[config.mk]
export PLATFORM = sky130hd
export DESIGN_NAME = fit_block_allocator_flat
export DESIGN_NICKNAME = d
export VERILOG_FILES = /design/src/hdl/fba_pkg.sv /design/src/hdl/fba_in_if.sv /design/src/hdl/fba_out_if.sv /design/src/hdl/fba_ram.sv /design/src/hdl/fba_pick.sv /design/src/hdl/fit_block_allocator.sv /design/src/flat_wrapper.sv
export SDC_FILE = /design/constraint.sdc
export NUM_CORES = 1
export LEC_CHECK = 0
export BUFFER_PORTS_ARGS = -buffer_cell sky130_fd_sc_hd__buf_2
export CELL_PAD_IN_SITES_DETAIL_PLACEMENT = 1
export CELL_PAD_IN_SITES_GLOBAL_PLACEMENT = 1
export CORE_MARGIN = 4
export CORE_UTILIZATION = 56
export DETAILED_ROUTE_END_ITERATION = 12
export MAX_ROUTING_LAYER = met4
export PLACE_DENSITY_LB_ADDON = 0.3
export SETUP_SLACK_MARGIN = 0.1
export SYNTH_ARGS = -nofsm -noshare
export SYNTH_HDL_FRONTEND = slang
export SYNTH_HIERARCHICAL = 1
export SYNTH_SLANG_ARGS = --single-unit
[constraint.sdc]
create_clock -name i_clk -period 7.3 [get_ports i_clk]
set_clock_uncertainty 0.1 [all_clocks]
set_input_delay 0.365 -clock i_clk [delete_from_list [all_inputs] [get_ports i_clk]]
set_output_delay 0.365 -clock i_clk [all_outputs]
set_load 0.03 [all_outputs]
[src/hdl/fba_pkg.sv]
// Shared types and constants for the fit block allocator.
// Field widths, register indexes, strategy and function codes.
// No dependencies.
package fba_pkg;

    // Fixed field widths of the channels and the configuration port
    localparam int IN_IDX_W   = 4;
    localparam int IN_SIZE_W  = 16;
    localparam int OUT_BLK_W  = 5;
    localparam int OUT_SIZE_W = 16;
    localparam int MODE_W     = 2;
    localparam int BLOCKS_W   = 5;
    localparam int CFG_IDX_W  = 2;
    localparam int CFG_DATA_W = 5;

    // Function codes of an input item
    localparam logic FUNC_LOAD    = 1'b0;
    localparam logic FUNC_REQUEST = 1'b1;

    // Allocation strategies; the fourth code chooses nothing
    localparam logic [MODE_W-1:0] FIT_FIRST = 2'd0;
    localparam logic [MODE_W-1:0] FIT_BEST  = 2'd1;
    localparam logic [MODE_W-1:0] FIT_WORST = 2'd2;

    // Configuration register indexes
    localparam logic [CFG_IDX_W-1:0] CFG_FIT_MODE      = 2'd0;
    localparam logic [CFG_IDX_W-1:0] CFG_BLOCKS_IN_USE = 2'd1;

    // Register reset values
    localparam logic [MODE_W-1:0]   FIT_MODE_RESET = FIT_FIRST;
    localparam logic [BLOCKS_W-1:0] BLOCKS_RESET   = 5'd16;

    // Verdict of the compare unit on one block
    typedef struct packed {
        logic take;       // block becomes the current choice
        logic first_hit;  // first fit found its block, end the scan
    } t_pick;

endpackage

[src/hdl/fba_in_if.sv]
// Input channel of the fit block allocator: valid/ready plus item fields.
// Depends on fba_pkg for field widths.
interface fba_in_if;
    logic                           valid;
    logic                           ready;
    logic                           func;
    logic [fba_pkg::IN_IDX_W-1:0]   block_index;
    logic [fba_pkg::IN_SIZE_W-1:0]  size;

    modport source (output valid, func, block_index, size, input ready);
    modport sink   (input valid, func, block_index, size, output ready);
endinterface

[src/hdl/fba_out_if.sv]
// Result channel of the fit block allocator: valid/ready plus result fields.
// Depends on fba_pkg for field widths.
interface fba_out_if;
    logic                            valid;
    logic                            ready;
    logic [fba_pkg::OUT_BLK_W-1:0]   allocated_block;
    logic [fba_pkg::OUT_SIZE_W-1:0]  remaining_size;

    modport source (output valid, allocated_block, remaining_size, input ready);
    modport sink   (input valid, allocated_block, remaining_size, output ready);
endinterface

[src/hdl/fba_ram.sv]
// Generic single-write, single-read RAM with registered read data.
// No dependencies; contents are undefined until written.
module fba_ram #(
    parameter int WIDTH = 16,
    parameter int DEPTH = 16
) (
    input  logic                                   i_clk,
    input  logic                                   i_we,
    input  logic [(DEPTH > 1 ? $clog2(DEPTH) : 1)-1:0] i_waddr,
    input  logic [WIDTH-1:0]                       i_wdata,
    input  logic [(DEPTH > 1 ? $clog2(DEPTH) : 1)-1:0] i_raddr,
    output logic [WIDTH-1:0]                       o_rdata
);

    logic [WIDTH-1:0] r_mem [DEPTH];
    logic [WIDTH-1:0] r_rdata;

    // Write one entry, register one read
    always_ff @(posedge i_clk) begin
        if (i_we) begin
            r_mem[i_waddr] <= i_wdata;
        end
        r_rdata <= r_mem[i_raddr];
    end

    assign o_rdata = r_rdata;

endmodule

[src/hdl/fba_pick.sv]
// Shared compare unit: judges one block's free size against the request
// under the active strategy. Depends on fba_pkg for codes and t_pick.
module fba_pick #(
    parameter int SIZE_BITS = 16
) (
    input  logic [fba_pkg::MODE_W-1:0] i_mode,
    input  logic                       i_found,
    input  logic [SIZE_BITS-1:0]       i_held,
    input  logic [SIZE_BITS-1:0]       i_cur,
    input  logic [SIZE_BITS-1:0]       i_want,
    output fba_pkg::t_pick             o_pick
);
    import fba_pkg::*;

    logic fits;

    assign fits = (i_want <= i_cur);

    // Keep the lower index on ties: replace only on a strict improvement
    always_comb begin
        o_pick = '0;
        case (i_mode)
            FIT_FIRST: begin
                o_pick.take      = fits;
                o_pick.first_hit = fits;
            end
            FIT_BEST: begin
                o_pick.take = fits && (!i_found || (i_cur < i_held));
            end
            FIT_WORST: begin
                o_pick.take = fits && (i_cur > i_held);
            end
            default: begin
                o_pick = '0;
            end
        endcase
    end

endmodule

[src/hdl/fit_block_allocator.sv]
// Fit block allocator: a load is written to the table while idle, and the
// block stays ready for the next item. A request scans the blocks in use;
// first fit stops early at its hit. One comparator walks the free-size RAM
// through its single read port, one block per cycle.
// Synchronous active-low reset clears control and the valid bits; an
// unwritten block reads as zero, so no clearing pass follows reset.
module fit_block_allocator #(
    parameter int NUM_BLOCKS = 16,
    parameter int SIZE_BITS  = 16
) (
    input  logic                             i_clk,
    input  logic                             i_rst_n,
    input  logic                             i_cfg_we,
    input  logic [fba_pkg::CFG_IDX_W-1:0]    i_cfg_idx,
    input  logic [fba_pkg::CFG_DATA_W-1:0]   i_cfg_data,
    fba_in_if.sink                           i_req,
    fba_out_if.source                        o_rsp
);
    import fba_pkg::*;

    localparam int IDX_W = (NUM_BLOCKS > 1) ? $clog2(NUM_BLOCKS) : 1;
    localparam int CNT_W = $clog2(NUM_BLOCKS + 1);
    localparam int LIM_W = (CNT_W > BLOCKS_W) ? CNT_W : BLOCKS_W;
    localparam int EXT_W = (SIZE_BITS > IN_SIZE_W) ? SIZE_BITS : IN_SIZE_W;
    localparam logic [LIM_W-1:0] NUM_BLOCKS_L = LIM_W'(NUM_BLOCKS);

    typedef enum logic [2:0] {
        S_IDLE = 3'b001,
        S_SCAN = 3'b010,
        S_DONE = 3'b100
    } t_state;

    t_state                 r_state, n_state;
    logic [MODE_W-1:0]      r_fit_mode;
    logic [BLOCKS_W-1:0]    r_blocks_in_use;
    logic [NUM_BLOCKS-1:0]  r_valid;
    logic                   r_rd_vld;
    logic [LIM_W-1:0]       r_limit, n_limit;
    logic [LIM_W-1:0]       r_issue, n_issue;
    logic                   r_cmp_on, n_cmp_on;
    logic [IDX_W-1:0]       r_cmp_idx, n_cmp_idx;
    logic                   r_found, n_found;
    logic [IDX_W-1:0]       r_chosen, n_chosen;
    logic [SIZE_BITS-1:0]   r_held, n_held;
    logic [SIZE_BITS-1:0]   r_want, n_want;
    logic                   r_out_valid;
    logic [OUT_BLK_W-1:0]   r_out_block;
    logic [OUT_SIZE_W-1:0]  r_out_size;

    logic                   req_xfer;
    logic                   rsp_xfer;
    logic                   mode_known;
    logic [LIM_W-1:0]       blocks_ext;
    logic [LIM_W-1:0]       limit;
    logic [LIM_W-1:0]       load_idx_ext;
    logic                   load_in_range;
    logic [EXT_W-1:0]       size_ext;
    logic [SIZE_BITS-1:0]   want;
    logic                   issuing;
    logic [IDX_W-1:0]       rd_addr;
    logic [SIZE_BITS-1:0]   rd_data;
    logic [SIZE_BITS-1:0]   cur;
    t_pick                  pick;
    logic                   last_cmp;
    logic                   commit;
    logic [SIZE_BITS-1:0]   left;
    logic [EXT_W-1:0]       left_ext;
    logic [LIM_W-1:0]       block_num;
    logic                   ram_we;
    logic [IDX_W-1:0]       ram_waddr;
    logic [SIZE_BITS-1:0]   ram_wdata;

    assign req_xfer = i_req.valid && i_req.ready;
    assign rsp_xfer = o_rsp.valid && o_rsp.ready;
    assign i_req.ready = (r_state == S_IDLE);

    // Clamp the search count to the table depth
    assign blocks_ext = LIM_W'(r_blocks_in_use);
    assign limit      = (blocks_ext > NUM_BLOCKS_L) ? NUM_BLOCKS_L : blocks_ext;
    assign mode_known = r_fit_mode inside {FIT_FIRST, FIT_BEST, FIT_WORST};

    // Fit the 16-bit size field to the table width
    assign size_ext      = EXT_W'(i_req.size);
    assign want          = size_ext[SIZE_BITS-1:0];
    assign load_idx_ext  = LIM_W'(i_req.block_index);
    assign load_in_range = (load_idx_ext < NUM_BLOCKS_L);

    // Scan read side: issue one block address per cycle
    assign issuing = (r_state == S_SCAN) && (r_issue < r_limit);
    assign rd_addr = r_issue[IDX_W-1:0];
    assign cur     = r_rd_vld ? rd_data : '0;
    assign last_cmp = ((LIM_W'(r_cmp_idx) + LIM_W'(1)) == r_limit);

    // Commit side: write back and load the result register
    assign commit    = (r_state == S_DONE) && (!r_out_valid || o_rsp.ready);
    assign left      = r_held - r_want;
    assign left_ext  = EXT_W'(left);
    assign block_num = LIM_W'(r_chosen) + LIM_W'(1);

    fba_pick #(
        .SIZE_BITS (SIZE_BITS)
    ) u_pick (
        .i_mode  (r_fit_mode),
        .i_found (r_found),
        .i_held  (r_held),
        .i_cur   (cur),
        .i_want  (r_want),
        .o_pick  (pick)
    );

    // Table write: a load while idle, or the write-back of a chosen block
    always_comb begin
        ram_we    = 1'b0;
        ram_waddr = load_idx_ext[IDX_W-1:0];
        ram_wdata = want;
        if (req_xfer && (i_req.func == FUNC_LOAD) && load_in_range) begin
            ram_we = 1'b1;
        end else if (commit && r_found) begin
            ram_we    = 1'b1;
            ram_waddr = r_chosen;
            ram_wdata = left;
        end
    end

    fba_ram #(
        .WIDTH (SIZE_BITS),
        .DEPTH (NUM_BLOCKS)
    ) u_table (
        .i_clk   (i_clk),
        .i_we    (ram_we),
        .i_waddr (ram_waddr),
        .i_wdata (ram_wdata),
        .i_raddr (rd_addr),
        .o_rdata (rd_data)
    );

    // Sequencer: accept, scan with the shared compare unit, commit
    always_comb begin
        n_state   = r_state;
        n_limit   = r_limit;
        n_issue   = r_issue;
        n_cmp_on  = 1'b0;
        n_cmp_idx = r_cmp_idx;
        n_found   = r_found;
        n_chosen  = r_chosen;
        n_held    = r_held;
        n_want    = r_want;
        case (r_state)
            S_IDLE: begin
                if (req_xfer && (i_req.func == FUNC_REQUEST)) begin
                    n_want  = want;
                    n_limit = limit;
                    n_issue = '0;
                    n_found = 1'b0;
                    n_held  = '0;
                    n_state = (mode_known && (limit != '0)) ? S_SCAN : S_DONE;
                end
            end
            S_SCAN: begin
                if (issuing) begin
                    n_issue   = r_issue + LIM_W'(1);
                    n_cmp_on  = 1'b1;
                    n_cmp_idx = rd_addr;
                end
                if (r_cmp_on) begin
                    if (pick.take) begin
                        n_found  = 1'b1;
                        n_chosen = r_cmp_idx;
                        n_held   = cur;
                    end
                    if (pick.first_hit || last_cmp) begin
                        n_cmp_on = 1'b0;
                        n_state  = S_DONE;
                    end
                end
            end
            S_DONE: begin
                if (commit) begin
                    n_state = S_IDLE;
                end
            end
            default: begin
                n_state = S_IDLE;
            end
        endcase
    end

    // Control registers
    always_ff @(posedge i_clk) begin
        if (!i_rst_n) begin
            r_state  <= S_IDLE;
            r_cmp_on <= 1'b0;
            r_found  <= 1'b0;
        end else begin
            r_state  <= n_state;
            r_cmp_on <= n_cmp_on;
            r_found  <= n_found;
        end
    end

    // Working registers of the scan
    always_ff @(posedge i_clk) begin
        r_limit   <= n_limit;
        r_issue   <= n_issue;
        r_cmp_idx <= n_cmp_idx;
        r_chosen  <= n_chosen;
        r_held    <= n_held;
        r_want    <= n_want;
        r_rd_vld  <= r_valid[rd_addr];
    end

    // Mark blocks written since reset; unwritten blocks read as zero
    always_ff @(posedge i_clk) begin
        if (!i_rst_n) begin
            r_valid <= '0;
        end else if (ram_we) begin
            r_valid[ram_waddr] <= 1'b1;
        end
    end

    // Configuration writes
    always_ff @(posedge i_clk) begin
        if (!i_rst_n) begin
            r_fit_mode      <= FIT_MODE_RESET;
            r_blocks_in_use <= BLOCKS_RESET;
        end else if (i_cfg_we) begin
            case (i_cfg_idx)
                CFG_FIT_MODE:      r_fit_mode      <= i_cfg_data[MODE_W-1:0];
                CFG_BLOCKS_IN_USE: r_blocks_in_use <= i_cfg_data[BLOCKS_W-1:0];
                default: begin
                end
            endcase
        end
    end

    // Result register: hold until the transfer, reload on commit
    always_ff @(posedge i_clk) begin
        if (!i_rst_n) begin
            r_out_valid <= 1'b0;
        end else if (commit) begin
            r_out_valid <= 1'b1;
        end else if (rsp_xfer) begin
            r_out_valid <= 1'b0;
        end
    end

    always_ff @(posedge i_clk) begin
        if (commit) begin
            r_out_block <= r_found ? block_num[OUT_BLK_W-1:0] : '0;
            r_out_size  <= r_found ? left_ext[OUT_SIZE_W-1:0] : '0;
        end
    end

    assign o_rsp.valid           = r_out_valid;
    assign o_rsp.allocated_block = r_out_block;
    assign o_rsp.remaining_size  = r_out_size;

    // A new result appears only out of the commit state
    a_result_from_commit: assert property (@(posedge i_clk) disable iff (!i_rst_n)
        $rose(r_out_valid) |-> $past(r_state == S_DONE))
        else $error("result loaded outside commit");

    // An accepted request never lets the block return to idle at once
    a_request_holds: assert property (@(posedge i_clk) disable iff (!i_rst_n)
        (req_xfer && (i_req.func == FUNC_REQUEST)) |=> (r_state != S_IDLE))
        else $error("request dropped without a result");

    // Compared block stays inside the searched range
    a_cmp_in_range: assert property (@(posedge i_clk) disable iff (!i_rst_n)
        r_cmp_on |-> (LIM_W'(r_cmp_idx) < r_limit))
        else $error("compare index beyond search limit");

    // A chosen block lies inside the searched range
    a_choice_in_range: assert property (@(posedge i_clk) disable iff (!i_rst_n)
        ((r_state == S_DONE) && r_found) |-> (LIM_W'(r_chosen) < r_limit))
        else $error("chosen block beyond search limit");

    // Worst fit never chooses an empty block
    a_worst_nonzero: assert property (@(posedge i_clk) disable iff (!i_rst_n)
        ((r_state == S_DONE) && r_found && (r_fit_mode == FIT_WORST))
            |-> (r_held != '0))
        else $error("worst fit chose an empty block");

endmodule

[src/flat_wrapper.sv]
// flat-port wrapper written by rule: the top's interface ports become plain ports
module fit_block_allocator_flat import fba_pkg::*;
#(
    parameter int NUM_BLOCKS = 16,
    parameter int SIZE_BITS  = 16
)
  (i_clk, i_rst_n, i_cfg_we, i_cfg_idx, i_cfg_data, i_req_valid, i_req_func, i_req_block_index, i_req_size, i_req_ready, o_rsp_valid, o_rsp_allocated_block, o_rsp_remaining_size, o_rsp_ready);
  fba_in_if i_req_i ();
  fba_out_if o_rsp_i ();
  input  logic i_clk;
  input  logic i_rst_n;
  input  logic i_cfg_we;
  input  logic [fba_pkg::CFG_IDX_W-1:0] i_cfg_idx;
  input  logic [fba_pkg::CFG_DATA_W-1:0] i_cfg_data;
  input wire logic [$bits(i_req_i.valid)-1:0] i_req_valid;
  input wire logic [$bits(i_req_i.func)-1:0] i_req_func;
  input wire logic [$bits(i_req_i.block_index)-1:0] i_req_block_index;
  input wire logic [$bits(i_req_i.size)-1:0] i_req_size;
  output wire logic [$bits(i_req_i.ready)-1:0] i_req_ready;
  output wire logic [$bits(o_rsp_i.valid)-1:0] o_rsp_valid;
  output wire logic [$bits(o_rsp_i.allocated_block)-1:0] o_rsp_allocated_block;
  output wire logic [$bits(o_rsp_i.remaining_size)-1:0] o_rsp_remaining_size;
  input wire logic [$bits(o_rsp_i.ready)-1:0] o_rsp_ready;
  assign i_req_i.valid = i_req_valid;
  assign i_req_i.func = i_req_func;
  assign i_req_i.block_index = i_req_block_index;
  assign i_req_i.size = i_req_size;
  assign i_req_ready = i_req_i.ready;
  assign o_rsp_valid = o_rsp_i.valid;
  assign o_rsp_allocated_block = o_rsp_i.allocated_block;
  assign o_rsp_remaining_size = o_rsp_i.remaining_size;
  assign o_rsp_i.ready = o_rsp_ready;
  fit_block_allocator #(.NUM_BLOCKS(NUM_BLOCKS), .SIZE_BITS(SIZE_BITS)) u_core (.i_clk(i_clk), .i_rst_n(i_rst_n), .i_cfg_we(i_cfg_we), .i_cfg_idx(i_cfg_idx), .i_cfg_data(i_cfg_data), .i_req(i_req_i), .o_rsp(o_rsp_i));
endmodule
=== Yosys cells after proc, flatten, opt, wreduce, memory -nomap -nowiden ===
Memories as Yosys holds them, arrays and structs flattened. A register that Yosys moved wholly into a read port is not among the register bits.
Index checks and enable logic that the tools add are counted.

* Flip-flop bits (word level): 101
* Bits in latches: 0
* RAM bits: 256
* Bits in read-only memories: 0
* Output and inout bits: 23
* Word-level logic and storage cells: 115
* Memories: 1

* $add $sub $neg: 4
* Multiply operators: 0
* Divide/modulo/power cells: 0
* Order comparisons: 9
* Equal/unequal tests: 13
* Shift operators: 0
* Multiplexer cells: 38
* Bitwise operators: 2
* Reduce and logical (&&, ||, !) cells: 32

{| class="wikitable"
|+ Memory list
! name !! depth !! width !! read ports !! clocked after memory_dff !! write ports !! RTL line !! source
|-
| u_core.u_table.r_mem || 16 || 16 || 1 || 1 || 1 || fba_ram.sv:15 || <nowiki>logic [WIDTH-1:0] r_mem [DEPTH];</nowiki>
|}

{| class="wikitable"
|+ Operator list
! operator !! count
|-
| $mux W16 || 6
|-
| $pmux W16 S2 || 1
|-
| $gt A16 B16 Y1 || 1
|-
| $le A16 B16 Y1 || 1
|-
| $lt A16 B16 Y1 || 1
|-
| $or A16 B16 Y16 || 1
|-
| $sub A16 B16 Y16 || 1
|-
| $lt A4 B5 Y1 const B || 3
|-
| $mux W1 || 15
|-
| $mux W3 || 5
|-
| $mux W5 || 3
|-
| $logic_and A1 B1 Y1 || 12
|-
| $add A4 B1 Y5 const B || 2
|-
| $pmux W5 S2 || 1
|-
| $reduce_and A2 Y1 || 5
|-
| $pmux W3 S3 || 1
|-
| $mux W4 || 2
|-
| $ne A2 B1 Y1 const B || 4
|-
| $reduce_and A4 Y1 || 2
|-
| $reduce_and A3 Y1 || 2
|-
| $add A5 B1 Y5 const B || 1
|-
| $eq A5 B5 Y1 || 1
|-
| $gt A5 B5 Y1 const B || 1
|-
| $lt A5 B5 Y1 || 1
|-
| other kinds (18) || 25
|}

=== Longest topological paths before layout ===
Gate-level depths: netlist of run 1.

* Depth in word-level cells: 11
* Depth in mapped cells: 12

=== Modules after synthesis ===
Netlist of run 1, hierarchy kept.

{| class="wikitable"
|+ Modules (own cells, without submodules)
! module !! instances !! cells an instance !! area each (um^2)
|-
| fba_ram || 1 || 432 || 10042.1
|-
| fit_block_allocator || 1 || 497 || 5382.7
|-
| fba_pick || 1 || 124 || 923.4
|}

=== Least setup slack after synthesis of run 1 ===
Ideal clock, no wire load.

* Path type: register to register
* Start: reg u_core.r_out_valid, in the netlist u_core/o_rsp.valid
* End: mem u_core.u_table.r_mem[0][0] (enable)
* Library setup time: 409 ps
* Arrival time: 3077 ps
* Slack: 3714 ps
* Cell stages (with the launch flop): 10
* Buffers on the path: 3
* Path through: dfxtp_1 -> nand2b_1 -> and3_1 -> buf_2 -> buf_8 -> buf_2 -> nand2_1 -> o21ai_0 -> or3b_2 -> nor3_1

* Elaborated cells on any way between the ends: 10
* Those cells by class: mux: 6; reduce/logical: 4

{| class="wikitable"
|+ RTL lines
! what !! RTL line !! source
|-
| from (decl) || fit_block_allocator.sv:46 || <nowiki>logic r_out_valid;</nowiki>
|-
| from (signal assigned) || fit_block_allocator.sv:239 || <nowiki>r_out_valid <= 1'b0;</nowiki>
|-
| from (signal assigned) || fit_block_allocator.sv:241 || <nowiki>r_out_valid <= 1'b1;</nowiki>
|-
| from (signal assigned) || fit_block_allocator.sv:243 || <nowiki>r_out_valid <= 1'b0;</nowiki>
|-
| $logic_not A1 Y1 || fit_block_allocator.sv:95 || <nowiki>assign commit = (r_state == S_DONE) && (!r_out_valid || o_rsp.ready);</nowiki>
|-
| $logic_or A1 B1 Y1 || fit_block_allocator.sv:95 ||
|-
| $logic_and A1 B1 Y1 || fit_block_allocator.sv:95 ||
|-
| $logic_and A1 B1 Y1 || fit_block_allocator.sv:118 || <nowiki>end else if (commit && r_found) begin</nowiki>
|-
| $mux W4 || fit_block_allocator.sv:118 ||
|-
| $mux W4 || fit_block_allocator.sv:116 || <nowiki>if (req_xfer && (i_req.func == FUNC_LOAD) && load_in_range) begin</nowiki>
|-
| named net u_core.ram_waddr[2] || fit_block_allocator.sv:70 || <nowiki>logic [IDX_W-1:0] ram_waddr;</nowiki>
|-
| to (decl) || fba_ram.sv:15 ||
|}

The timed path passes the listed nets, and every way through them passes these cells.

==> out/qor.txt, run 1 <==
CRITICAL PATH
----------------------------------------------------------------------------------------
Critical Path Fanout Max                                                              16
Critical path buffers and inverters                                                    1
Worst endpoint data arrival time                                                 3.79 ns
Type of the worst setup path                                                register to register
Launch point of the worst reg-to-reg path                                   u_core/r_rd_vld$_DFF_P_
Slowest library cell on the worst path                                      sky130_fd_sc_hd__nand2b_1
Slowest stage delay, CP                                                          0.71 ns
Worst endpoint required time                                                     7.35 ns
Category of cells accounting for the largest share of critical-path delay   simple AND/OR/NAND/NOR gates
Worst setup path start                                                      u_core/r_rd_vld$_DFF_P_
Crit path launch type                                                           register
Critical Path End Type                                                          register
Cells traversed along the worst timing path                                 and2_1, inv_1, ha_1, nor2b_4, o211ai_2, a21oi_2, o31ai_2, a22o_2, o2111a_1, and3_1, nand2b_1

PLACEMENT
----------------------------------------------------------------------------------------
DPL Wire Length                                                             26600 microns
Gpl congestion                                                                     0.849
Port-buffer cells                                                                     55
Setup slack at placement                                                         3.62 ns

WORST HOLD PATH
----------------------------------------------------------------------------------------
Hold path startpoint                                                        i_cfg_data[1]
Hold crit path type                                                         input port to register

DRT
----------------------------------------------------------------------------------------
Detailed Routing Iterations Pass 1                                                     5
Total detailed-routing wirelength                                           40000 microns
Number of nets with antenna violations after detailed routing                          0
Via-per-instance ratio                                                              6.06
Number of vias after detailed routing                                               9537
Drt wl/cell                                                                 25.4 microns
Detailed-route DRC error count                                                         0
Drt initial violations                                                               793

CTS
----------------------------------------------------------------------------------------
Cts-stage hold buffer count                                                           19
Longest Clk Path Bufs                                                                  3
Clock transition at the registers of the reported paths                          0.06 ns
Clock latency on the worst-skew pair                                             0.55 ns
Clock sink count                                                                     373
Clk root buf                                                                sky130_fd_sc_hd__clkbuf_16
CTS tree                                                                             yes
Number of buffers added for setup after CTS                                            0
Post_cts resized                                                                       0
Number of buffers added by the clock tree synthesis step                              40
H-tree levels                                                                          2

LOGIC SYNTHESIS
----------------------------------------------------------------------------------------
Post-synth top area share                                                          60.1%
Gate Count Post-Synth                                                               1053
Prevailing post-synth register cell                                         sky130_fd_sc_hd__edfxtp_1
Post-Syn Nets                                                                       1144
Proportion of synthesized flip-flops having asynchronous set or reset                 0%
Sequential area share after synthesis                                              65.7%
Yosys warns                                                                            6
Number of synthesized flops with an enable pin                                       327
Mapped Area                                                                  16300 sq um
Cells taking the most area after synthesis                                  sky130_fd_sc_hd__edfxtp_1 (60%), sky130_fd_sc_hd__mux4_2 (8.1%), sky130_fd_sc_hd__dfxtp_1 (5.6%)
Average size of a mapped cell                                                 15.5 sq um
Leading area contributor after synthesis                                    sky130_fd_sc_hd__edfxtp_1
Yosys cell types                                                                      68
#FFs+latches synth                                                                   373

TIMING
----------------------------------------------------------------------------------------
Worst relative slew slack                                                          23.1%
Setup-failing EPs final                                                                0
Worst Setup Slack, final                                                         3.56 ns
Time the worst path needs with I/O delays and setup                              3.74 ns
Setup repair after global routing missed its margin                                   no
Crit share post-route                                                              51.2%
Number of hold violations in the final report                                          0
Setup Total Neg Slack                                                               0 ns
Final max-slew violation count                                                         0
Top achievable clock speed                                                       267 MHz
Tightest Pin Transition                                                          1.14 ns

CELLS AND AREA
----------------------------------------------------------------------------------------
Final net count                                                                     1249
Commonest cells after routing, fill and taps aside                          sky130_fd_sc_hd__edfxtp_1 (327), sky130_fd_sc_hd__inv_1 (63), sky130_fd_sc_hd__nand2_1 (60)
Antenna fix cells                                                                      0
FILL cells                                                                          2574
Layout area overhead                                                               14.7%
Share of final-layout standard cells stronger than drive strength 1                20.3%
Commonest non-fill, non-tap cell in the layout                              sky130_fd_sc_hd__edfxtp_1

DIE
----------------------------------------------------------------------------------------
I/O pin count                                                                         56
Die Y                                                                        179 microns
Row cnt                                                                               62
Initial core utilization                                                           56.8%
Chip Width                                                                   179 microns
Full die area                                                                32000 sq um
Std-Cell Core Area                                                           28800 sq um

GLOBAL ROUTE
----------------------------------------------------------------------------------------
Overall fraction of global-route tracks in use                                     26.5%
First-pass GRT wire length                                                  61400 microns
Via count of the first global-routing pass                                         10400
Pin count of the biggest net entering global routing                                  71
Antenna violations before repair                                                       0
Total congestion overflow after global routing                                         0

POWER
----------------------------------------------------------------------------------------
Worst ir drop on vdd                                                            0.276 mV
Internal power contribution                                                      3770 uW
Net Sw Power                                                                     1050 uW
Part of the power in combinational logic                                            5.6%
Leakage                                                                       0.00681 uW
Share of power burned in registers                                                 49.2%
Sw Ratio                                                                           21.7%
Power density cells                                                          257 nW/um^2
Part of the power in the clock network                                             45.2%

FLOW RUN
----------------------------------------------------------------------------------------
Maxcap violations                                                                      0

OUTCOME
----------------------------------------------------------------------------------------
Result of the run                                                           finished clean

## cell type report
cell class / instances / area, sq um / share of cell area [%]
inverter: 63 / 236 / 1.26
clock inverter: 29 / 410 / 2.19
sequential: 373 / 10700 / 57.3
tap: 384 / 480 / 2.56
clock buffer: 45 / 1030 / 5.49
timing repair buffer: 102 / 676 / 3.60
multi-input combinational: 578 / 5170 / 27.6
## worst paths after layout
path | endpoint | slack [ns] | cells past startpoint
worst max-delay path | u_core/r_held[13]$_SDFFCE_PN0P_ | 3.56 | 11
worst min-delay path | u_core/blocks_ext[1]$_SDFFE_PN0P_ | 0.06 | 3
worst max register to register | u_core/r_held[13]$_SDFFCE_PN0P_ | 3.56 | 11
worst min register to register | u_core/r_valid[10]$_SDFFE_PN0P_ | 0.36 | 1
## through the flow
stage          power, uW  util [%]  instance area (sq um)  hold slack (ns)  cells
3_3_place_gp        2660      59.5                  17100            0.343   1481
4_1_cts             4850      65.1                  18700           0.0387   1574
6_report            4810      65.1                  18700           0.0564   1574
3_5_place_dp        2670      59.5                  17100            0.353   1481
2_1_floorplan       2580         -                  16300            0.335   1053
5_1_grt             4970      65.1                  18700           0.0588   1574
## worst reg2reg max path: stages, from the launching register on
cell and delay [ns]:
sky130_fd_sc_hd__dfxtp_1 0.64, sky130_fd_sc_hd__and2_1 0.26, sky130_fd_sc_hd__inv_1 0.06, sky130_fd_sc_hd__ha_1 0.31, sky130_fd_sc_hd__nor2b_4 0.13, sky130_fd_sc_hd__o211ai_2 0.17, sky130_fd_sc_hd__a21oi_2 0.09, sky130_fd_sc_hd__o31ai_2 0.21
sky130_fd_sc_hd__a22o_2 0.17, sky130_fd_sc_hd__o2111a_1 0.19, sky130_fd_sc_hd__and3_1 0.31, sky130_fd_sc_hd__nand2b_1 0.71
## logic make-up after synthesis
kind of cell    count (synthesis)  share of synthesized area, %
buf+inv                       102                          2.79
xor+xnor                       22                          1.18
flops                         373                          65.7
fa+ha+maj                      58                          4.48
mux                            86                          10.8
simple gates                  262                          8.43
compound gates                150                          6.59
## per-layer routing
layer | GRT usage (%) | routed length (microns)
met5 | - | 0
met3 | 4.15 | 2240
met1 | 34.1 | 16500
met4 | 6.68 | 998
met2 | 44.7 | 20300
## cell usage after synthesis (4+ instances only)
master,n
sky130_fd_sc_hd__nand4_1,5
sky130_fd_sc_hd__a21o_1,6
sky130_fd_sc_hd__nand2_1,60
sky130_fd_sc_hd__xor2_1,8
sky130_fd_sc_hd__mux4_1,10
sky130_fd_sc_hd__and3_1,4
sky130_fd_sc_hd__mux2_2,6
sky130_fd_sc_hd__o22ai_1,4
sky130_fd_sc_hd__o21a_1,23
sky130_fd_sc_hd__nand3_1,15
sky130_fd_sc_hd__nor2b_1,25
sky130_fd_sc_hd__buf_1,4
sky130_fd_sc_hd__dfxtp_1,46
sky130_fd_sc_hd__clkbuf_1,20
sky130_fd_sc_hd__buf_6,6
sky130_fd_sc_hd__nor3b_1,4
sky130_fd_sc_hd__nor2_1,55
sky130_fd_sc_hd__a22oi_1,34
sky130_fd_sc_hd__mux2i_1,11
sky130_fd_sc_hd__ha_1,57
sky130_fd_sc_hd__mux4_2,59
sky130_fd_sc_hd__o21ai_1,7
sky130_fd_sc_hd__inv_1,63
sky130_fd_sc_hd__nand3b_1,5
sky130_fd_sc_hd__a21oi_2,4
sky130_fd_sc_hd__xnor2_1,14
sky130_fd_sc_hd__o21ai_0,12
sky130_fd_sc_hd__edfxtp_1,327
sky130_fd_sc_hd__nand2b_1,10
sky130_fd_sc_hd__and2_1,51
sky130_fd_sc_hd__buf_2,5
sky130_fd_sc_hd__nor3_1,10
sky130_fd_sc_hd__a31oi_1,6
sky130_fd_sc_hd__a21oi_1,26
## power by group through the flow
stage,combinational [uW],sequential (uW),clock (uW)
3_5_place_dp,260,2410,0
4_1_cts,271,2370,2210
5_1_grt,297,2370,2310
3_3_place_gp,248,2410,0
6_report,270,2370,2180
2_1_floorplan,175,2400,0
## flip-flops by register name, summed over array words and instances, names as in the netlist, 2 cells and up
register                      flops
u_core/blocks_ext                 5
u_core/o_rsp.allocated_block      5
u_core/o_rsp.remaining_size      16
u_core/r_chosen                   4
u_core/r_cmp_idx                  4
u_core/r_fit_mode                 2
u_core/r_held                    16
u_core/r_issue                    5
u_core/r_limit                    5
u_core/r_state                    3
u_core/r_valid                   16
u_core/r_want                    16
u_core/u_table/o_rdata           16
u_core/u_table/r_mem            256
Power figures use the tool's default switching activity.
==> run 2, diff against run 1 <==
--- a/config.mk
+++ b/config.mk
@@ -5,11 +5,12 @@
 export SDC_FILE = /design/constraint.sdc
 export NUM_CORES = 1
 export LEC_CHECK = 0
+export ABC_AREA = 1
 export BUFFER_PORTS_ARGS = -buffer_cell sky130_fd_sc_hd__buf_2
 export CELL_PAD_IN_SITES_DETAIL_PLACEMENT = 1
 export CELL_PAD_IN_SITES_GLOBAL_PLACEMENT = 1
 export CORE_MARGIN = 4
-export CORE_UTILIZATION = 56
+export CORE_UTILIZATION = 49
 export DETAILED_ROUTE_END_ITERATION = 12
 export MAX_ROUTING_LAYER = met4
 export PLACE_DENSITY_LB_ADDON = 0.3
==> constraint.sdc (replaced) <==
create_clock -name i_clk -period 3.6 [get_ports i_clk]
set_clock_uncertainty 0.1 [all_clocks]
set_input_delay 0.18 -clock i_clk [delete_from_list [all_inputs] [get_ports i_clk]]
set_output_delay 0.18 -clock i_clk [all_outputs]
set_load 0.03 [all_outputs]
==> run 2 against run 1 <==
  * Register-to-register slack got worse by 3.2 ns
  * Design area is 8.5% higher
  * Synthesized cell count rose by 78%
  * Utilization shrank 8.0 points
  * Hold slack improved by 0.010 ns
  * Sequential power up 130%
  * Non-clock buffer count is 28 higher
  * Combinational power grew to 21 times the previous value
  * Highest routed layer unchanged
  * Critical path depth fell by 2
  * Via count rose by 44%
  * First-iteration DRC count up 29%
  * Fmax up 15%
==> out/qor.txt, run 2 <==
LOGIC SYNTHESIS
------------------------------------------------------------------------------------
Average size of a mapped cell                                             9.45 sq um
Yosys cell types                                                                  40
Sequential area share after synthesis                                          60.6%
#FFs+latches synth                                                               373
Top-count cell post-synth                                               sky130_fd_sc_hd__nand2_1
Post-synth top area share                                                      55.4%
Post-synth top cells                                                    sky130_fd_sc_hd__nand2_1 (521), sky130_fd_sc_hd__inv_1 (342), sky130_fd_sc_hd__edfxtp_1 (327)
Gate Count Post-Synth                                                           1875
Prevailing post-synth register cell                                     sky130_fd_sc_hd__edfxtp_1
Yosys warns                                                                        6
Cells taking the most area after synthesis                              sky130_fd_sc_hd__edfxtp_1 (55%), sky130_fd_sc_hd__nand2_1 (11%), sky130_fd_sc_hd__inv_1 (7.2%)
Post-Syn Nets                                                                   1966
Number of synthesized flops with an enable pin                                   327
Proportion of synthesized flip-flops having asynchronous set or reset             0%
Mapped Area                                                              17700 sq um
Leading area contributor after synthesis                                sky130_fd_sc_hd__edfxtp_1

CELLS AND AREA
------------------------------------------------------------------------------------
Cell area after layout                                                   20300 sq um
Layout area overhead                                                           14.8%
Commonest cells after routing, fill and taps aside                      sky130_fd_sc_hd__nand2_1 (521), sky130_fd_sc_hd__inv_1 (342), sky130_fd_sc_hd__edfxtp_1 (327)
Flip-flop count of the largest register after layout                             256
Top reg by flops                                                        u_core/u_table/r_mem
Share of final-layout standard cells stronger than drive strength 1            10.2%
Commonest non-fill, non-tap cell in the layout                          sky130_fd_sc_hd__nand2_1
FILL cells                                                                      4044
Final net count                                                                 2073

CTS
------------------------------------------------------------------------------------
Clock latency on the worst-skew pair                                         0.56 ns
CTS tree                                                                         yes
Longest Clk Path Bufs                                                              3
Clock transition at the registers of the reported paths                      0.06 ns
Clk root buf                                                            sky130_fd_sc_hd__clkbuf_16
H-tree levels                                                                      2
Clock sink count                                                                 373
Number of buffers added by the clock tree synthesis step                          42

DRT
------------------------------------------------------------------------------------
Drt initial violations                                                          1024
Via-per-instance ratio                                                          5.54
Detailed Routing Iterations Pass 1                                                 5
Number of vias after detailed routing                                          13700
Detailed-route DRC error count                                                     0
Drt wl/cell                                                             22.0 microns
Number of nets with antenna violations after detailed routing                      0
Total detailed-routing wirelength                                       54400 microns

POWER
------------------------------------------------------------------------------------
Worst ir drop on vdd                                                        0.603 mV
Leakage                                                                   0.00904 uW
Power density cells                                                      764 nW/um^2

PLACEMENT
------------------------------------------------------------------------------------
Port-buffer cells                                                                 55
DPL Wire Length                                                         33200 microns
Post-placement cell area                                                 18600 sq um
Gpl congestion                                                                 0.866

WORST HOLD PATH
------------------------------------------------------------------------------------
Hold crit path type                                                     input port to register
Cell count of the worst hold path                                                  7
Hold path startpoint                                                    i_req_block_index[1]
Terminating pin of the worst hold path                                  u_core/r_valid[15]$_SDFFE_PN0P_

CRITICAL PATH
------------------------------------------------------------------------------------
Endpoint of the lowest-slack register-to-register path                  u_core/u_table/r_mem[4][2]$_DFFE_PP_
Crit path launch type                                                       register
R2R Setup Slk                                                                0.35 ns
Critical Path End Type                                                      register
Worst endpoint required time                                                 3.74 ns
Reg2Reg Depth                                                                      9
Worst endpoint data arrival time                                             3.39 ns
Type of the worst setup path                                            register to register
Critical Path Fanout Max                                                          36
Launch point of the worst reg-to-reg path                               u_core/o_rsp.valid$_SDFFE_PN0P_

GLOBAL ROUTE
------------------------------------------------------------------------------------
Routing usage on met3                                                          3.76%
Total congestion overflow after global routing                                     0
First-pass GRT wire length                                              83600 microns
Pin count of the biggest net entering global routing                             150
Most crowded layer after global routing                                         met2
Met2 demand-to-capacity share in global routing                                49.5%
Via count of the first global-routing pass                                     15000
Met1 Track Usage GR                                                            34.1%
Overall fraction of global-route tracks in use                                 28.5%
Antenna violations before repair                                                   0

TIMING
------------------------------------------------------------------------------------
Top achievable clock speed                                                   308 MHz
Time the worst path needs with I/O delays and setup                          3.25 ns
Worst relative slew slack                                                      20.5%
Number of hold violations in the final report                                      0
Final max-slew violation count                                                     0
Setup repair after global routing missed its margin                               no
Setup Total Neg Slack                                                           0 ns
Crit share post-route                                                          90.2%
Setup-failing EPs final                                                            0
Tightest Pin Transition                                                      1.19 ns

OUTCOME
------------------------------------------------------------------------------------
Result of the run                                                       finished clean

FLOW RUN
------------------------------------------------------------------------------------
Maxcap violations                                                                  0

DIE
------------------------------------------------------------------------------------
Initial core utilization                                                       49.8%
Row cnt                                                                           69
Std-Cell Core Area                                                       35600 sq um
Chip Width                                                               198 microns
Die Y                                                                    198 microns
Full die area                                                            39200 sq um
I/O pin count                                                                     56

run 2: cell count changes in the layout (fill, tap and decap cells not counted), moves of 34 or more:
cell                      before  now
sky130_fd_sc_hd__inv_1        63  342
sky130_fd_sc_hd__mux4_2       59    0
sky130_fd_sc_hd__and2_1       51    0
sky130_fd_sc_hd__a22oi_1      34    0
sky130_fd_sc_hd__nand3_1      15  232
sky130_fd_sc_hd__nor2_1       55  100
sky130_fd_sc_hd__nand2_1      60  521
run 2: critical path, cell delays in order, from the launching register on:
cell	delay, ns
sky130_fd_sc_hd__dfxtp_1	0.32
sky130_fd_sc_hd__inv_1	0.06
sky130_fd_sc_hd__or2_0	0.44
sky130_fd_sc_hd__nand3_4	0.47
sky130_fd_sc_hd__inv_2	0.32
sky130_fd_sc_hd__nand2_1	0.10
sky130_fd_sc_hd__nand2_2	0.14
sky130_fd_sc_hd__nand3b_1	0.23
sky130_fd_sc_hd__nor2_2	0.41
sky130_fd_sc_hd__buf_4	0.33
run 2: metrics by stage:
stage               setup WS, ns  util [%]  hold WS, ns  cells  total power (uW)
floorplan                  0.627         -        0.164   1875              9240
global placement           0.488      52.3        0.277   2367             10700
detailed placement         0.386      52.3        0.281   2367             10900
CTS                        0.312      57.2       0.0487   2475             15500
global route               0.171      57.2       0.0718   2475             16400
finish                     0.352      57.2       0.0667   2476             15500
run 2: final cells by class:
cell class / instances / area, sq um / area share, %
clock inverters: 23 / 263 / 1.29
diodes: 1 / 2.50 / 0.0123
well taps: 461 / 577 / 2.84
inverters: 347 / 1300 / 6.41
multi-input cells: 1088 / 5340 / 26.2
repair buffers: 130 / 956 / 4.70
clock buffers: 53 / 1150 / 5.67
flip-flops and latches: 373 / 10700 / 52.8
run 2: timing repair:
item                                   CTS  global route
hold buffers                            32             0
setup buffers                            0             0
gates resized for setup                  0             1
endpoints found under the hold margin   25             0
setup endpoints to repair                0            16
run 2: kinds of logic (layout without fill, tap and decap cells):
family,count (synthesis),after routing,synth area share [%]
other,0,1,0
AND/OR/NAND/NOR,912,912,21.9
buffers and inverters,414,553,9.49
XOR/XNOR,7,7,0.346
flip-flops,373,373,60.6
AO/OA/AOI/OAI,111,111,3.44
adder cells (fa/ha/maj),58,58,4.14
run 2: power by group:
group,internal [uW],switching (uW),leakage (uW)
registers,5200,283,0.00335
logic,1640,3950,0.00499
clock network,2690,1770,0.000697
total,9530,6010,0.00904
run 2: worst max path at each step:
stage | slack, ns | from | endpoint
floorplan | 0.63 | u_core/r_rd_vld$_DFF_P_ | u_core/r_held[0]$_SDFFCE_PN0P_
global placement | 0.49 | u_core/r_rd_vld$_DFF_P_ | u_core/r_held[1]$_SDFFCE_PN0P_
detailed placement | 0.39 | u_core/r_rd_vld$_DFF_P_ | u_core/r_held[3]$_SDFFCE_PN0P_
CTS | 0.31 | u_core/r_rd_vld$_DFF_P_ | u_core/r_held[0]$_SDFFCE_PN0P_
global route | 0.17 | u_core/r_rd_vld$_DFF_P_ | u_core/r_held[12]$_SDFFCE_PN0P_
finish | 0.35 | u_core/o_rsp.valid$_SDFFE_PN0P_ | u_core/u_table/r_mem[4][2]$_DFFE_PP_
run 2: routing by layer:
| metal | part of all wire (%) | wire length, microns | up-vias |
|---|---|---|---|
| met3 | 5.2 | 2840 | 135 |
| met1 | 40 | 21700 | 6875 |
| met4 | 3.5 | 1890 | 0 |
| met2 | 51 | 28000 | 439 |
| li1 | - | - | 6267 |
| met5 | 0 | 0 | - |
==> run 3, diff against run 2 <==
--- a/config.mk
+++ b/config.mk
@@ -10,7 +10,7 @@
 export CELL_PAD_IN_SITES_DETAIL_PLACEMENT = 1
 export CELL_PAD_IN_SITES_GLOBAL_PLACEMENT = 1
 export CORE_MARGIN = 4
-export CORE_UTILIZATION = 49
+export CORE_UTILIZATION = 44
 export DETAILED_ROUTE_END_ITERATION = 12
 export MAX_ROUTING_LAYER = met4
 export PLACE_DENSITY_LB_ADDON = 0.3
==> constraint.sdc (replaced) <==
create_clock -name i_clk -period 2.8 [get_ports i_clk]
set_clock_uncertainty 0.1 [all_clocks]
set_input_delay 0.14 -clock i_clk [delete_from_list [all_inputs] [get_ports i_clk]]
set_output_delay 0.14 -clock i_clk [all_outputs]
set_load 0.03 [all_outputs]
==> run 3 against run 2 <==
  * Register-to-register slack got worse by 0.53 ns
  * Via count down 0.52%
  * Largest cell class unchanged
  * The flow now finishes with violations (setup timing)
  * Highest routed layer unchanged
  * Fmax increased by 9.1%
  * Global-route usage is 3.6 points lower
  * Die area up 11%
  * Wire length up 0.13%
  * Sequential cell count is the same
  * Final cell count is 3.6% higher
  * Non-clock buffer count up 24
==> out/qor.txt, run 3 (synthesis results as in run 2) <==
OUTCOME
----------------------------------------------------------------------------------
Result of the run                                                     complete, but fails checks
Violated checks                                                       setup timing

CELLS AND AREA
----------------------------------------------------------------------------------
Commonest non-fill, non-tap cell in the layout                        sky130_fd_sc_hd__nand2_1
Share of final-layout standard cells stronger than drive strength 1          15.7%
Number of non-filler instances in the completed layout                        2565
Final net count                                                               2097
Commonest cells after routing, fill and taps aside                    sky130_fd_sc_hd__nand2_1 (490), sky130_fd_sc_hd__edfxtp_1 (327), sky130_fd_sc_hd__inv_1 (318)
Antenna fix cells                                                                0
Multi-input gate area                                                   5780 sq um
Flip-flop count of the largest register after layout                           256
Top reg by flops                                                      u_core/u_table/r_mem
Layout area overhead                                                         20.4%
FILL cells                                                                    4427
Combined flip-flop and latch cell area                                 10700 sq um

TIMING
----------------------------------------------------------------------------------
Tightest Pin Transition                                                   0.885 ns
Worst relative slew slack                                                    40.9%
Final max-slew violation count                                                   0
Crit share post-route                                                         106%
Top achievable clock speed                                                 336 MHz
Worst Setup Slack, final                                                 -0.178 ns
Time the worst path needs with I/O delays and setup                        2.98 ns
Number of hold violations in the final report                                    0
Setup-failing EPs final                                                         16
Setup repair after global routing missed its margin                            yes
Worst hold margin                                                        0.0547 ns

POWER
----------------------------------------------------------------------------------
Worst ir drop on vdd                                                      0.598 mV
Power density cells                                                    981 nW/um^2
Leakage                                                                 0.00926 uW
Total chip power                                                          20900 uW

CRITICAL PATH
----------------------------------------------------------------------------------
Reg2Reg Depth                                                                   16
Worst endpoint data arrival time                                           3.16 ns
Crit path launch type                                                     register
Critical Path End Type                                                    register
Cells traversed along the worst timing path                           buf_12, nand2_4, inv_2, inv_2, ha_4, nand4_1, nor3_4, nand3_2, a21oi_2, nand3_2, a21oi_4, nand2_2, nand2_2, nand2_4, clkinvlp_4, clkbuf_16
Slowest library cell on the worst path                                sky130_fd_sc_hd__dfxtp_4
Worst endpoint required time                                               2.98 ns
Type of the worst setup path                                          register to register
Slowest stage delay, CP                                                    0.39 ns
Critical Path Fanout Max                                                         8

FLOW RUN
----------------------------------------------------------------------------------
Maxcap violations                                                                0

CTS
----------------------------------------------------------------------------------
Clock latency on the worst-skew pair                                       0.57 ns
Clock sink count                                                               373
Clock transition at the registers of the reported paths                    0.06 ns
Clk root buf                                                          sky130_fd_sc_hd__clkbuf_16
Longest Clk Path Bufs                                                            3
H-tree levels                                                                    2
CTS tree                                                                       yes
Number of buffers added by the clock tree synthesis step                        42

DIE
----------------------------------------------------------------------------------
Row cnt                                                                         73
Die Y                                                                  209 microns
Chip Width                                                             209 microns
Initial core utilization                                                     44.6%
I/O pin count                                                                   56
Full die area                                                          43500 sq um
Std-Cell Core Area                                                     39700 sq um

DRT
----------------------------------------------------------------------------------
Total detailed-routing wirelength                                     54500 microns
Number of nets with antenna violations after detailed routing                    0
Detailed Routing Iterations Pass 1                                               5
Drt initial violations                                                        1011
Via-per-instance ratio                                                        5.32
Number of vias after detailed routing                                        13600
Drt wl/cell                                                           21.3 microns
Detailed-route DRC error count                                                   0

PLACEMENT
----------------------------------------------------------------------------------
Setup slack at placement                                                -0.0961 ns
Placed Cells incl. Taps                                                       2443
Gpl congestion                                                               0.872
Port-buffer cells                                                               55
DPL Wire Length                                                       32600 microns

WORST HOLD PATH
----------------------------------------------------------------------------------
Cell count of the worst hold path                                                7
Hold crit path type                                                   input port to register

GLOBAL ROUTE
----------------------------------------------------------------------------------
First-pass GRT wire length                                            82400 microns
Antenna violations before repair                                                 0
Total congestion overflow after global routing                                   0
Pin count of the biggest net entering global routing                           101
Via count of the first global-routing pass                                   14600
Overall fraction of global-route tracks in use                               24.9%

==> run 3: changes by cell type in the layout (fill, tap and decap cells not counted), sizes merged <==
cell    previous run  this run
clkbuf            53        65
bufinv             6         3
clkinv            17        10
diode              1         0
inv              346       347
buf               98       121
==> run 3: critical path: cells and delay by family (launching register included) <==
family | cells | cell delay (ns)
DFF | 1 | 0.39
adders and majority gates | 1 | 0.26
buffers and inverters | 5 | 0.60
AOI/OAI and AO/OA | 2 | 0.37
and+or+nand+nor | 8 | 0.96
==> run 3: area by class of cell <==
cell class              count  share of cell area [%]
flip-flops and latches    373                    50.4
multi-input cells        1088                    27.1
repair buffers            154                    6.85
inverters                 347                    6.18
clock buffers              64                    5.61
well taps                 525                    3.08
clock inverters            14                   0.763
==> run 3: path summary, 6_finish.rpt <==
kind | from | endpoint | slack (ns)
max reg2reg | u_core/r_rd_vld$_DFF_P_ | u_core/r_held[13]$_SDFFCE_PN0P_ | -0.18
min reg2reg | u_core/r_valid[1]$_SDFFE_PN0P_ | u_core/r_valid[1]$_SDFFE_PN0P_ | 0.36
min | i_req_block_index[0] | u_core/r_valid[13]$_SDFFE_PN0P_ | 0.05
max | u_core/r_rd_vld$_DFF_P_ | u_core/r_held[13]$_SDFFCE_PN0P_ | -0.18
==> run 3: repair_timing <==
item                       in CTS  in global routing
setup endpoints to repair     100                150
hold endpoints to repair       27                  0
resized for setup              54                 88
cloned                          2                  1
pin swaps                      17                 28
setup buffers                   4                  5
hold buffers                   32                  0
==> run 3: through the flow <==
stage | utilization [%] | TNS (ns) | area (sq um)
finish | 53.7 | -2.57 | 21300
global route | 53.7 | -4.58 | 21300
CTS | 52.8 | -1.22 | 21000
detailed placement | 47.9 | -1.52 | 19000
global placement | 47.9 | 0 | 19000
floorplan | - | 0 | 17700
==> run 3: layer usage <==
layer	track usage, %	vias to the layer above	share of wire, %
li1	-	6313	-
met1	31.2	6886	42
met2	41.7	337	50
met3	3.83	109	4.8
met4	8.78	0	3.1
met5	-	-	0
==> run 3: report_power, final <==
part	leakage (uW)	switching [uW]	internal, uW
combinational	0.00525	5640	2710
clock	0.000662	2260	3240
sequential	0.00335	380	6690
total	0.00926	8280	12600
